[config.mk]
export PLATFORM = sky130hd
export DESIGN_NAME = positional_ordered_list_core_flat
export DESIGN_NICKNAME = d
export VERILOG_FILES = /design/src/rtl/pol_pkg.sv /design/src/rtl/pol_if.sv /design/src/rtl/pol_store.sv /design/src/rtl/pol_ctrl.sv /design/src/rtl/positional_ordered_list_core.sv /design/src/flat_wrapper.sv
export SDC_FILE = /design/constraint.sdc
export NUM_CORES = 1
export LEC_CHECK = 0
export BUFFER_PORTS_ARGS = -buffer_cell sky130_fd_sc_hd__buf_2
export CELL_PAD_IN_SITES_DETAIL_PLACEMENT = 1
export CELL_PAD_IN_SITES_GLOBAL_PLACEMENT = 1
export CORE_ASPECT_RATIO = 0.8
export CORE_MARGIN = 8
export CORE_UTILIZATION = 47
export CTS_CLUSTER_SIZE = 16
export DETAILED_ROUTE_END_ITERATION = 10
export MAX_ROUTING_LAYER = met4
export PLACE_DENSITY = 0.87
export SKIP_LAST_GASP = 1
export SLEW_MARGIN = 20
export SYNTH_ARGS = -nofsm -noshare
export SYNTH_HDL_FRONTEND = slang
export SYNTH_SLANG_ARGS = --single-unit
[constraint.sdc]
create_clock -name clk -period 4.05 [get_ports clk]
set_input_delay 0.2025 -clock clk [delete_from_list [all_inputs] [get_ports clk]]
set_output_delay 0.2025 -clock clk [all_outputs]
set_load 0.02 [all_outputs]
[src/rtl/pol_pkg.sv]
// Shared types and constants for the positional ordered list.
// No dependencies; imported by every other file of the block.
package pol_pkg;

	localparam int CAPACITY = 16;
	localparam int IDX_W    = (CAPACITY > 1) ? $clog2(CAPACITY) : 1;
	localparam int CNT_W    = $clog2(CAPACITY + 1);

	localparam int CMD_W    = 2;
	localparam int VAL_W    = 32;
	localparam int POS_W    = 8;
	localparam int STAT_W   = 2;
	localparam int OIDX_W   = 7;

	typedef enum logic [CMD_W-1:0] {
		CMD_INSERT  = 2'd0,
		CMD_DELETE  = 2'd1,
		CMD_DISPLAY = 2'd2,
		CMD_NOP     = 2'd3
	} cmd_t;

	typedef enum logic [STAT_W-1:0] {
		ST_OK    = 2'd0,
		ST_FULL  = 2'd1,
		ST_BAD   = 2'd2,
		ST_EMPTY = 2'd3
	} status_t;

	// one write port, one read port
	typedef struct packed {
		logic             we;
		logic [IDX_W-1:0] waddr;
		logic [VAL_W-1:0] wdata;
		logic             re;
		logic [IDX_W-1:0] raddr;
	} mem_req_t;

endpackage

[src/rtl/pol_if.sv]
// Valid/ready channel interfaces for command and response words.
// Depends on pol_pkg for field widths.
interface pol_cmd_if import pol_pkg::*; ();
	logic                    valid;
	logic                    ready;
	logic [CMD_W-1:0]        command;
	logic signed [VAL_W-1:0] value_in;
	logic [POS_W-1:0]        position;

	modport source (output valid, command, value_in, position, input ready);
	modport sink   (input valid, command, value_in, position, output ready);
endinterface

interface pol_rsp_if import pol_pkg::*; ();
	logic                    valid;
	logic                    ready;
	logic [STAT_W-1:0]       status;
	logic signed [VAL_W-1:0] value_out;
	logic [OIDX_W-1:0]       entry_index;
	logic [OIDX_W-1:0]       entry_count;
	logic                    last;

	modport source (output valid, status, value_out, entry_index, entry_count, last,
		input ready);
	modport sink   (input valid, status, value_out, entry_index, entry_count, last,
		output ready);
endinterface

[src/rtl/pol_store.sv]
// List entry memory: one write and one registered read per cycle.
// Depends on pol_pkg (mem_req_t, CAPACITY).
module pol_store import pol_pkg::*; (
	input  logic             clk,
	input  mem_req_t         req,
	output logic [VAL_W-1:0] rdata
);

	logic [VAL_W-1:0] mem_q [CAPACITY];
	logic [VAL_W-1:0] rdata_q;

	always_ff @(posedge clk) begin
		if (req.we) begin
			mem_q[req.waddr] <= req.wdata;
		end
		if (req.re) begin
			rdata_q <= mem_q[req.raddr];
		end
	end

	assign rdata = rdata_q;

endmodule

[src/rtl/pol_ctrl.sv]
// Sequencer: decodes commands, runs the shift and display passes over the
// entry memory, keeps the count and the response register. Depends on pol_pkg.
module pol_ctrl import pol_pkg::*; (
	input  logic             clk,
	input  logic             arst_n,
	pol_cmd_if.sink          cmd_ch,
	pol_rsp_if.source        rsp_ch,
	output mem_req_t         mreq,
	input  logic [VAL_W-1:0] rdata
);

	typedef enum logic [1:0] {
		S_IDLE,
		S_SHIFT,
		S_EMIT,
		S_RESP
	} state_t;

	state_t            state_q;
	logic [CNT_W-1:0]  count_q;
	logic [CNT_W-1:0]  n_q;
	logic [IDX_W-1:0]  ptr_q;
	logic [IDX_W-1:0]  ins_addr_q;
	logic              ins_q;
	logic [VAL_W-1:0]  val_q;
	status_t           stat_q;
	logic              wr_v_s1;
	logic [IDX_W-1:0]  wa_s1;

	logic              out_valid_q;
	logic [STAT_W-1:0] out_status_q;
	logic [VAL_W-1:0]  out_value_q;
	logic [OIDX_W-1:0] out_index_q;
	logic [OIDX_W-1:0] out_count_q;
	logic              out_last_q;

	logic              accept;
	logic              slot_free;
	logic [POS_W:0]    pos_x;
	logic [POS_W:0]    cnt_x;
	logic              ins_bad;
	logic              del_bad;
	cmd_t              cmd;

	assign cmd_ch.ready = (state_q == S_IDLE);
	assign accept       = cmd_ch.valid && cmd_ch.ready;
	assign slot_free    = !out_valid_q || rsp_ch.ready;
	assign cmd          = cmd_t'(cmd_ch.command);

	assign pos_x   = {1'b0, cmd_ch.position};
	assign cnt_x   = (POS_W + 1)'(count_q);
	assign ins_bad = (cmd_ch.position == '0) || (pos_x > cnt_x + 1'b1);
	assign del_bad = (cmd_ch.position == '0) || (pos_x > cnt_x);

	assign rsp_ch.valid       = out_valid_q;
	assign rsp_ch.status      = out_status_q;
	assign rsp_ch.value_out   = out_value_q;
	assign rsp_ch.entry_index = out_index_q;
	assign rsp_ch.entry_count = out_count_q;
	assign rsp_ch.last        = out_last_q;

	always_comb begin
		mreq       = '0;
		mreq.wdata = rdata;
		unique case (state_q)
			S_IDLE: begin
				if (accept && cmd == CMD_DISPLAY && count_q != '0) begin
					mreq.re = 1'b1;
				end
			end
			S_SHIFT: begin
				// staged move first, the new value goes in after the last move
				if (wr_v_s1) begin
					mreq.we    = 1'b1;
					mreq.waddr = wa_s1;
				end else if (n_q == '0 && ins_q) begin
					mreq.we    = 1'b1;
					mreq.waddr = ins_addr_q;
					mreq.wdata = val_q;
				end
				if (n_q != '0) begin
					mreq.re    = 1'b1;
					mreq.raddr = ptr_q;
				end
			end
			S_EMIT: begin
				if (slot_free && n_q != count_q) begin
					mreq.re    = 1'b1;
					mreq.raddr = IDX_W'(n_q);
				end
			end
			default: ;
		endcase
	end

	always_ff @(posedge clk or negedge arst_n) begin
		if (!arst_n) begin
			state_q      <= S_IDLE;
			count_q      <= '0;
			n_q          <= '0;
			ptr_q        <= '0;
			ins_addr_q   <= '0;
			ins_q        <= 1'b0;
			val_q        <= '0;
			stat_q       <= ST_OK;
			wr_v_s1      <= 1'b0;
			wa_s1        <= '0;
			out_valid_q  <= 1'b0;
			out_status_q <= '0;
			out_value_q  <= '0;
			out_index_q  <= '0;
			out_count_q  <= '0;
			out_last_q   <= 1'b0;
		end else begin
			// word held while stalled, reloaded when the emit or response step fires
			out_valid_q <= (out_valid_q && !rsp_ch.ready) ||
				(((state_q == S_EMIT) || (state_q == S_RESP)) && slot_free);
			wr_v_s1     <= (state_q == S_SHIFT) && (n_q != '0);
			unique case (state_q)
				S_IDLE: begin
					if (accept) begin
						val_q      <= cmd_ch.value_in;
						ins_addr_q <= IDX_W'(cmd_ch.position - 1'b1);
						unique case (cmd)
							CMD_INSERT: begin
								if (count_q == CNT_W'(CAPACITY)) begin
									stat_q  <= ST_FULL;
									state_q <= S_RESP;
								end else if (ins_bad) begin
									stat_q  <= ST_BAD;
									state_q <= S_RESP;
								end else begin
									stat_q  <= ST_OK;
									ins_q   <= 1'b1;
									n_q     <= CNT_W'(cnt_x - pos_x + 1'b1);
									ptr_q   <= IDX_W'(count_q - 1'b1);
									state_q <= S_SHIFT;
								end
							end
							CMD_DELETE: begin
								if (count_q == '0) begin
									stat_q  <= ST_EMPTY;
									state_q <= S_RESP;
								end else if (del_bad) begin
									stat_q  <= ST_BAD;
									state_q <= S_RESP;
								end else begin
									stat_q  <= ST_OK;
									ins_q   <= 1'b0;
									n_q     <= CNT_W'(cnt_x - pos_x);
									ptr_q   <= IDX_W'(cmd_ch.position);
									state_q <= S_SHIFT;
								end
							end
							CMD_DISPLAY: begin
								if (count_q == '0) begin
									stat_q  <= ST_EMPTY;
									state_q <= S_RESP;
								end else begin
									stat_q  <= ST_OK;
									n_q     <= CNT_W'(1);
									state_q <= S_EMIT;
								end
							end
							default: begin
								stat_q  <= ST_OK;
								state_q <= S_RESP;
							end
						endcase
					end
				end
				S_SHIFT: begin
					if (n_q != '0) begin
						wa_s1   <= ins_q ? ptr_q + 1'b1 : ptr_q - 1'b1;
						ptr_q   <= ins_q ? ptr_q - 1'b1 : ptr_q + 1'b1;
						n_q     <= n_q - 1'b1;
					end else if (!wr_v_s1) begin
						count_q <= ins_q ? count_q + 1'b1 : count_q - 1'b1;
						state_q <= S_RESP;
					end
				end
				S_EMIT: begin
					if (slot_free) begin
						out_status_q <= ST_OK;
						out_value_q  <= rdata;
						out_index_q  <= OIDX_W'(n_q);
						out_count_q  <= OIDX_W'(count_q);
						out_last_q   <= (n_q == count_q);
						n_q          <= n_q + 1'b1;
						if (n_q == count_q) begin
							state_q <= S_IDLE;
						end
					end
				end
				S_RESP: begin
					if (slot_free) begin
						out_status_q <= stat_q;
						out_value_q  <= '0;
						out_index_q  <= '0;
						out_count_q  <= OIDX_W'(count_q);
						out_last_q   <= 1'b1;
						state_q      <= S_IDLE;
					end
				end
				default: state_q <= S_IDLE;
			endcase
		end
	end

	a_count_range: assert property (@(posedge clk) disable iff (!arst_n)
		count_q <= CNT_W'(CAPACITY))
		else $error("count above capacity");

	a_move_in_shift: assert property (@(posedge clk) disable iff (!arst_n)
		wr_v_s1 |-> state_q == S_SHIFT)
		else $error("staged move outside shift pass");

	a_no_rw_same: assert property (@(posedge clk) disable iff (!arst_n)
		!(mreq.we && mreq.re && mreq.waddr == mreq.raddr))
		else $error("read and write hit the same entry");

	a_count_at_end: assert property (@(posedge clk) disable iff (!arst_n)
		!$stable(count_q) |-> $past(state_q) == S_SHIFT && state_q == S_RESP)
		else $error("count changed outside end of shift");

endmodule

[src/rtl/positional_ordered_list_core.sv]
// Top level of the positional ordered list: entry memory plus sequencer.
// Depends on pol_pkg, pol_if, pol_store and pol_ctrl.
//
//   channel  dir  handshake     word
//   cmd_ch   in   valid/ready   command, value_in, position
//   rsp_ch   out  valid/ready   status, value_out, entry_index, entry_count, last
//
// Insert moves the entries from the position on up one per cycle, drains the staged
// move, then writes the new value; delete moves the entries behind the position down;
// display loads one word per entry in order; errors and the unused command load a
// single response word.
// Reset clears the count, not the memory. A stalled response holds the sequencer;
// the next command is taken the cycle after the last word of the previous one loads.
module positional_ordered_list_core import pol_pkg::*; (
	input  logic      clk,
	input  logic      arst_n,
	pol_cmd_if.sink   cmd_ch,
	pol_rsp_if.source rsp_ch
);

	mem_req_t         mreq;
	logic [VAL_W-1:0] rdata;

	pol_store u_store (
		.clk   (clk),
		.req   (mreq),
		.rdata (rdata)
	);

	pol_ctrl u_ctrl (
		.clk    (clk),
		.arst_n (arst_n),
		.cmd_ch (cmd_ch),
		.rsp_ch (rsp_ch),
		.mreq   (mreq),
		.rdata  (rdata)
	);

endmodule
[src/flat_wrapper.sv]
// flat-port wrapper written by rule: the top's interface ports become plain ports
module positional_ordered_list_core_flat import pol_pkg::*;
  (clk, arst_n, cmd_ch_valid, cmd_ch_command, cmd_ch_value_in, cmd_ch_position, cmd_ch_ready, rsp_ch_valid, rsp_ch_status, rsp_ch_value_out, rsp_ch_entry_index, rsp_ch_entry_count, rsp_ch_last, rsp_ch_ready);
  pol_cmd_if cmd_ch_i ();
  pol_rsp_if rsp_ch_i ();
  input  logic clk;
  input  logic arst_n;
  input wire logic [$bits(cmd_ch_i.valid)-1:0] cmd_ch_valid;
  input wire logic [$bits(cmd_ch_i.command)-1:0] cmd_ch_command;
  input wire logic [$bits(cmd_ch_i.value_in)-1:0] cmd_ch_value_in;
  input wire logic [$bits(cmd_ch_i.position)-1:0] cmd_ch_position;
  output wire logic [$bits(cmd_ch_i.ready)-1:0] cmd_ch_ready;
  output wire logic [$bits(rsp_ch_i.valid)-1:0] rsp_ch_valid;
  output wire logic [$bits(rsp_ch_i.status)-1:0] rsp_ch_status;
  output wire logic [$bits(rsp_ch_i.value_out)-1:0] rsp_ch_value_out;
  output wire logic [$bits(rsp_ch_i.entry_index)-1:0] rsp_ch_entry_index;
  output wire logic [$bits(rsp_ch_i.entry_count)-1:0] rsp_ch_entry_count;
  output wire logic [$bits(rsp_ch_i.last)-1:0] rsp_ch_last;
  input wire logic [$bits(rsp_ch_i.ready)-1:0] rsp_ch_ready;
  assign cmd_ch_i.valid = cmd_ch_valid;
  assign cmd_ch_i.command = cmd_ch_command;
  assign cmd_ch_i.value_in = cmd_ch_value_in;
  assign cmd_ch_i.position = cmd_ch_position;
  assign cmd_ch_ready = cmd_ch_i.ready;
  assign rsp_ch_valid = rsp_ch_i.valid;
  assign rsp_ch_status = rsp_ch_i.status;
  assign rsp_ch_value_out = rsp_ch_i.value_out;
  assign rsp_ch_entry_index = rsp_ch_i.entry_index;
  assign rsp_ch_entry_count = rsp_ch_i.entry_count;
  assign rsp_ch_last = rsp_ch_i.last;
  assign rsp_ch_i.ready = rsp_ch_ready;
  positional_ordered_list_core u_core (.clk(clk), .arst_n(arst_n), .cmd_ch(cmd_ch_i), .rsp_ch(rsp_ch_i));
endmodule
==> metrics.txt <==
status=complete, no violations; Max stage delay cell, worst path=o32a_1; CTS tree=yes; minimum clock period=3.774 ns; DR vias/cell=6.441; Slowest Stage Delay on Critical Path=0.70 ns; post-route ant nets=0; Comb pwr share=38.6%; sequential power share=39.1%; CTS Buf Count=59; global-route wire length before repair=roughly 120000 um; sequential cell area=18990 um2; Crit Path Class=flop to flop; H-Tree Level Count=2; placed cell count=2656; Avg Cell Area, Syn=14.70 um2; LEAKAGE=11.34 nW; drt initial violations=2073; top-area cell type share of the netlist area=59.51%; initial antenna violation count=0; utilization after layout=53.84%; Setup crit start kind=flop; layout net count=a little over 2000; Max Cap Violations=0; WP data required=4.31 ns; Seq/Total Area, Yosys=69.18%; Worst Setup Slack, final=0.2764 ns; RSZ-0062 raised after global routing=no; total track usage=about a quarter; Setup Viol. Count Final=0; Switching Share=38.81%; Post-Place Worst Slack=0.4459 ns; Setup TNS=0 ns; Top Family by Delay on Critical Path=buffers and inverters; PD cells=801.8 nW/um2; max-slew violations=0; vias=18040; worst-case clock buffer depth=3; antenna diode count=0; Synth area leaders=edfxtp_1 (60%), dfrtp_1 (9.7%), mux2i_1 (5.0%); # fillers=5588; DRT Pass-1 Iters=5; Multi-input gate area=between 7000 and 8000 um2; worst skew pair latency=0.65 ns; Max Clock Skew=0.02849 ns; Top FF cell, synth=edfxtp_1; Top Usage Layer GRT=met2; DRC=0; die area=approximately 66000 um2; FMAX=roughly 270 MHz; Area Overhead vs Synth=13.61%; Max Fanout on Critical Path=32; GRT Residual Overflow=0; Reg clk slew, reported paths=0.07 ns; share of cells above drive strength 1=16.98%; Post-synth EDFFs=544; Power Total=around 25 mW; critical-path cell list=inv_1 > ha_1 > inv_1 > nor3_2 > buf_4 > nand2_2 > o32a_1 > nor2_4 > buf_4; met3 Usage GRT=approximately 4.6%; total clock sinks=650; Initial Util=47.39%; num ports=97; Unique masters post-synth=77; largest net degree at the start of global routing=a little over 80; Die Wd=286.2 um; Synth area leader=edfxtp_1; global-route met1 utilization=31.87%; Synth Warn #=0; crit path DAT=4.03 ns; Slew @ Worst Pin=1.139 ns; final estimated routing congestion in global placement=0.8446; clock share of power=22.3%; Crit. End Element=flop; post-synthesis register bit count=650; P_int=15.30 mW; PortBufs=92; final cell count without fillers=2801; ys async rst share=about 16%; CTS resizes=0; vias in the first global route=19270; Mapped Cells=1867; VDD IR-drop max=0.4797 mV; Net Switching=9.705 mW; Final Hold Viols=0; worst hold path class=primary input to flop; critical path buffer and inverter count=4; CORE AREA=57920 um2; Die Y=232.2 um; CTS root buf=clkbuf_16; final wirelength=just over 80000 um; GRT met2 Usage=40.40%; routed length per instance=between 20 and 30 um; Final period util=~93%; synthesized cell area=27450 um2; Max-slew headroom=24.08%; HPWL Detailed=49110 um; # rows=79
-- synth_stat cells (8+ instances only) --
cell type	count
nor3b_1	32
mux2i_1	136
clkbuf_1	87
mux2_2	68
nand2_1	114
nor2b_1	37
ha_1	32
buf_4	16
xnor2_1	16
xor2_1	12
nor2_1	64
edfxtp_1	544
a32o_1	33
buf_6	14
inv_1	31
o221ai_1	68
nand3_1	20
a21oi_1	51
nand4_1	37
a31oi_1	8
buf_2	16
a221oi_1	33
o211ai_1	64
dfrtp_1	106
o21ai_0	131
-- flip-flops by register name, summed over array words and instances (netlist names) --
name and cells:
u_core.u_ctrl.state_q 2, u_core.u_ctrl.ins_q 1, u_core.u_store.mem_q 512, u_core.u_ctrl.ins_addr_q 4, u_core.u_ctrl.stat_q 2, u_core.u_ctrl.wa_s1 4, u_core.u_ctrl.ptr_q 4, u_core.u_ctrl.val_q 32
u_core.u_ctrl.n_q 5, u_core.u_ctrl.rsp_ch.status 2, u_core.u_ctrl.rsp_ch.entry_index 5, u_core.u_ctrl.rsp_ch.last 1, u_core.u_ctrl.rsp_ch.valid 1, u_core.u_store.rdata 32, u_core.u_ctrl.rsp_ch.value_out 32, u_core.u_ctrl.wr_v_s1 1
u_core.u_ctrl.rsp_ch.entry_count 5, u_core.u_ctrl.count_q 5
-- worst paths after layout --
kind / start / to / slack (ns) / depth (start not counted)
worst max-delay path: u_core.u_ctrl.state_q[1]$_DFFE_PN0P_ / u_core.u_store.mem_q[5][14]$_DFFE_PP_ / 0.28 / 9
worst max register to register: u_core.u_ctrl.state_q[1]$_DFFE_PN0P_ / u_core.u_store.mem_q[5][14]$_DFFE_PP_ / 0.28 / 9
worst min register to register: u_core.u_ctrl.rsp_ch.value_out[0]$_DFFE_PN0P_ / u_core.u_ctrl.rsp_ch.value_out[0]$_DFFE_PN0P_ / 0.46 / 2
min in group asynchronous: arst_n / u_core.u_ctrl.rsp_ch.value_out[3]$_DFFE_PN0P_ / 0.24 / 3
max in group asynchronous: arst_n / u_core.u_ctrl.val_q[23]$_DFFE_PN0P_ / 3.16 / 3
worst min-delay path: cmd_ch_position[1] / u_core.u_ctrl.ins_addr_q[3]$_DFFE_PN0P_ / 0.04 / 4
-- placed cells by master, fill, tap and decap left out, types with 30 or more instances in the layout --
| cell | Yosys | layout |
|---|---|---|
| nand2_1 | 114 | 112 |
| ha_1 | 32 | 30 |
| inv_1 | 31 | 31 |
| buf_4 | 16 | 59 |
| a32o_1 | 33 | 33 |
| nor3b_1 | 32 | 32 |
| clkbuf_16 | 0 | 61 |
| a221oi_1 | 33 | 33 |
| mux2i_1 | 136 | 136 |
| dfrtp_1 | 106 | 106 |
| o211ai_1 | 64 | 64 |
| a21oi_1 | 51 | 50 |
| o21ai_0 | 131 | 131 |
| o221ai_1 | 68 | 68 |
| buf_2 | 16 | 91 |
| mux2_2 | 68 | 68 |
| edfxtp_1 | 544 | 544 |
| nor2_1 | 64 | 46 |
| nand4_1 | 37 | 37 |
| dlygate4sd3_1 | 0 | 35 |
| nor2b_1 | 37 | 37 |
-- routing by layer --
layer / up-vias / share of wire (%)
met5: - / 0
met4: 0 / 3.9
met3: 206 / 8.9
met2: 985 / 48
met1: 9342 / 39
li1: 7509 / -
-- through the flow --
stage	instance area [um2]	hold slack, ns
floorplan	27460	-0.09309
global placement	28940	0.3685
detailed placement	28940	0.3684
CTS	31180	0.01095
global route	31180	0.06224
finish	31180	0.03841
-- cell families (layout without fill, tap and decap cells) --
logic type	after synthesis	after routing	synth area share, %
buffers and inverters	172	334	3.027
adder cells (fa/ha/maj)	34	34	1.605
AO/OA/AOI/OAI	433	433	11.09
flip-flops	650	650	69.18
multiplexers	206	206	7.831
XOR/XNOR	28	28	0.8934
AND/OR/NAND/NOR	343	343	6.363
other	1	4	0.01366
-- worst register-to-register path, cell delays in order (launching register included) --
cell and delay (ns):
dfrtp_1 0.42, inv_1 0.10, ha_1 0.34, inv_1 0.22, nor3_2 0.24, buf_4 0.21, nand2_2 0.36, o32a_1 0.71
nor2_4 0.18, buf_4 0.60
-- power by group through the flow --
stage,Combinational (mW),Clock (mW),Sequential [mW]
finish,9.65,5.58,9.77
global route,10.2,5.85,9.82
CTS,9.54,5.63,9.72
detailed placement,9.36,0,9.83
global placement,8.80,0,9.76
floorplan,6.19,0,9.67
-- timing repair --
| item | CTS | global route |
|---|---|---|
| endpoints found under the hold margin | 140 | 0 |
| hold buffers | 35 | 0 |
| buffers inserted | 0 | 0 |
-- area by class of cell --
class	count	area share, %
Inverter	33	0.3972
Tap cell	769	3.085
Timing Repair Buffer	191	4.390
Sequential cell	650	60.89
Clock buffer	79	5.176
Multi-Input combinational cell	1048	25.19
Clock inverter	31	0.8707
No activity file was read; power rests on OpenSTA's default activity.
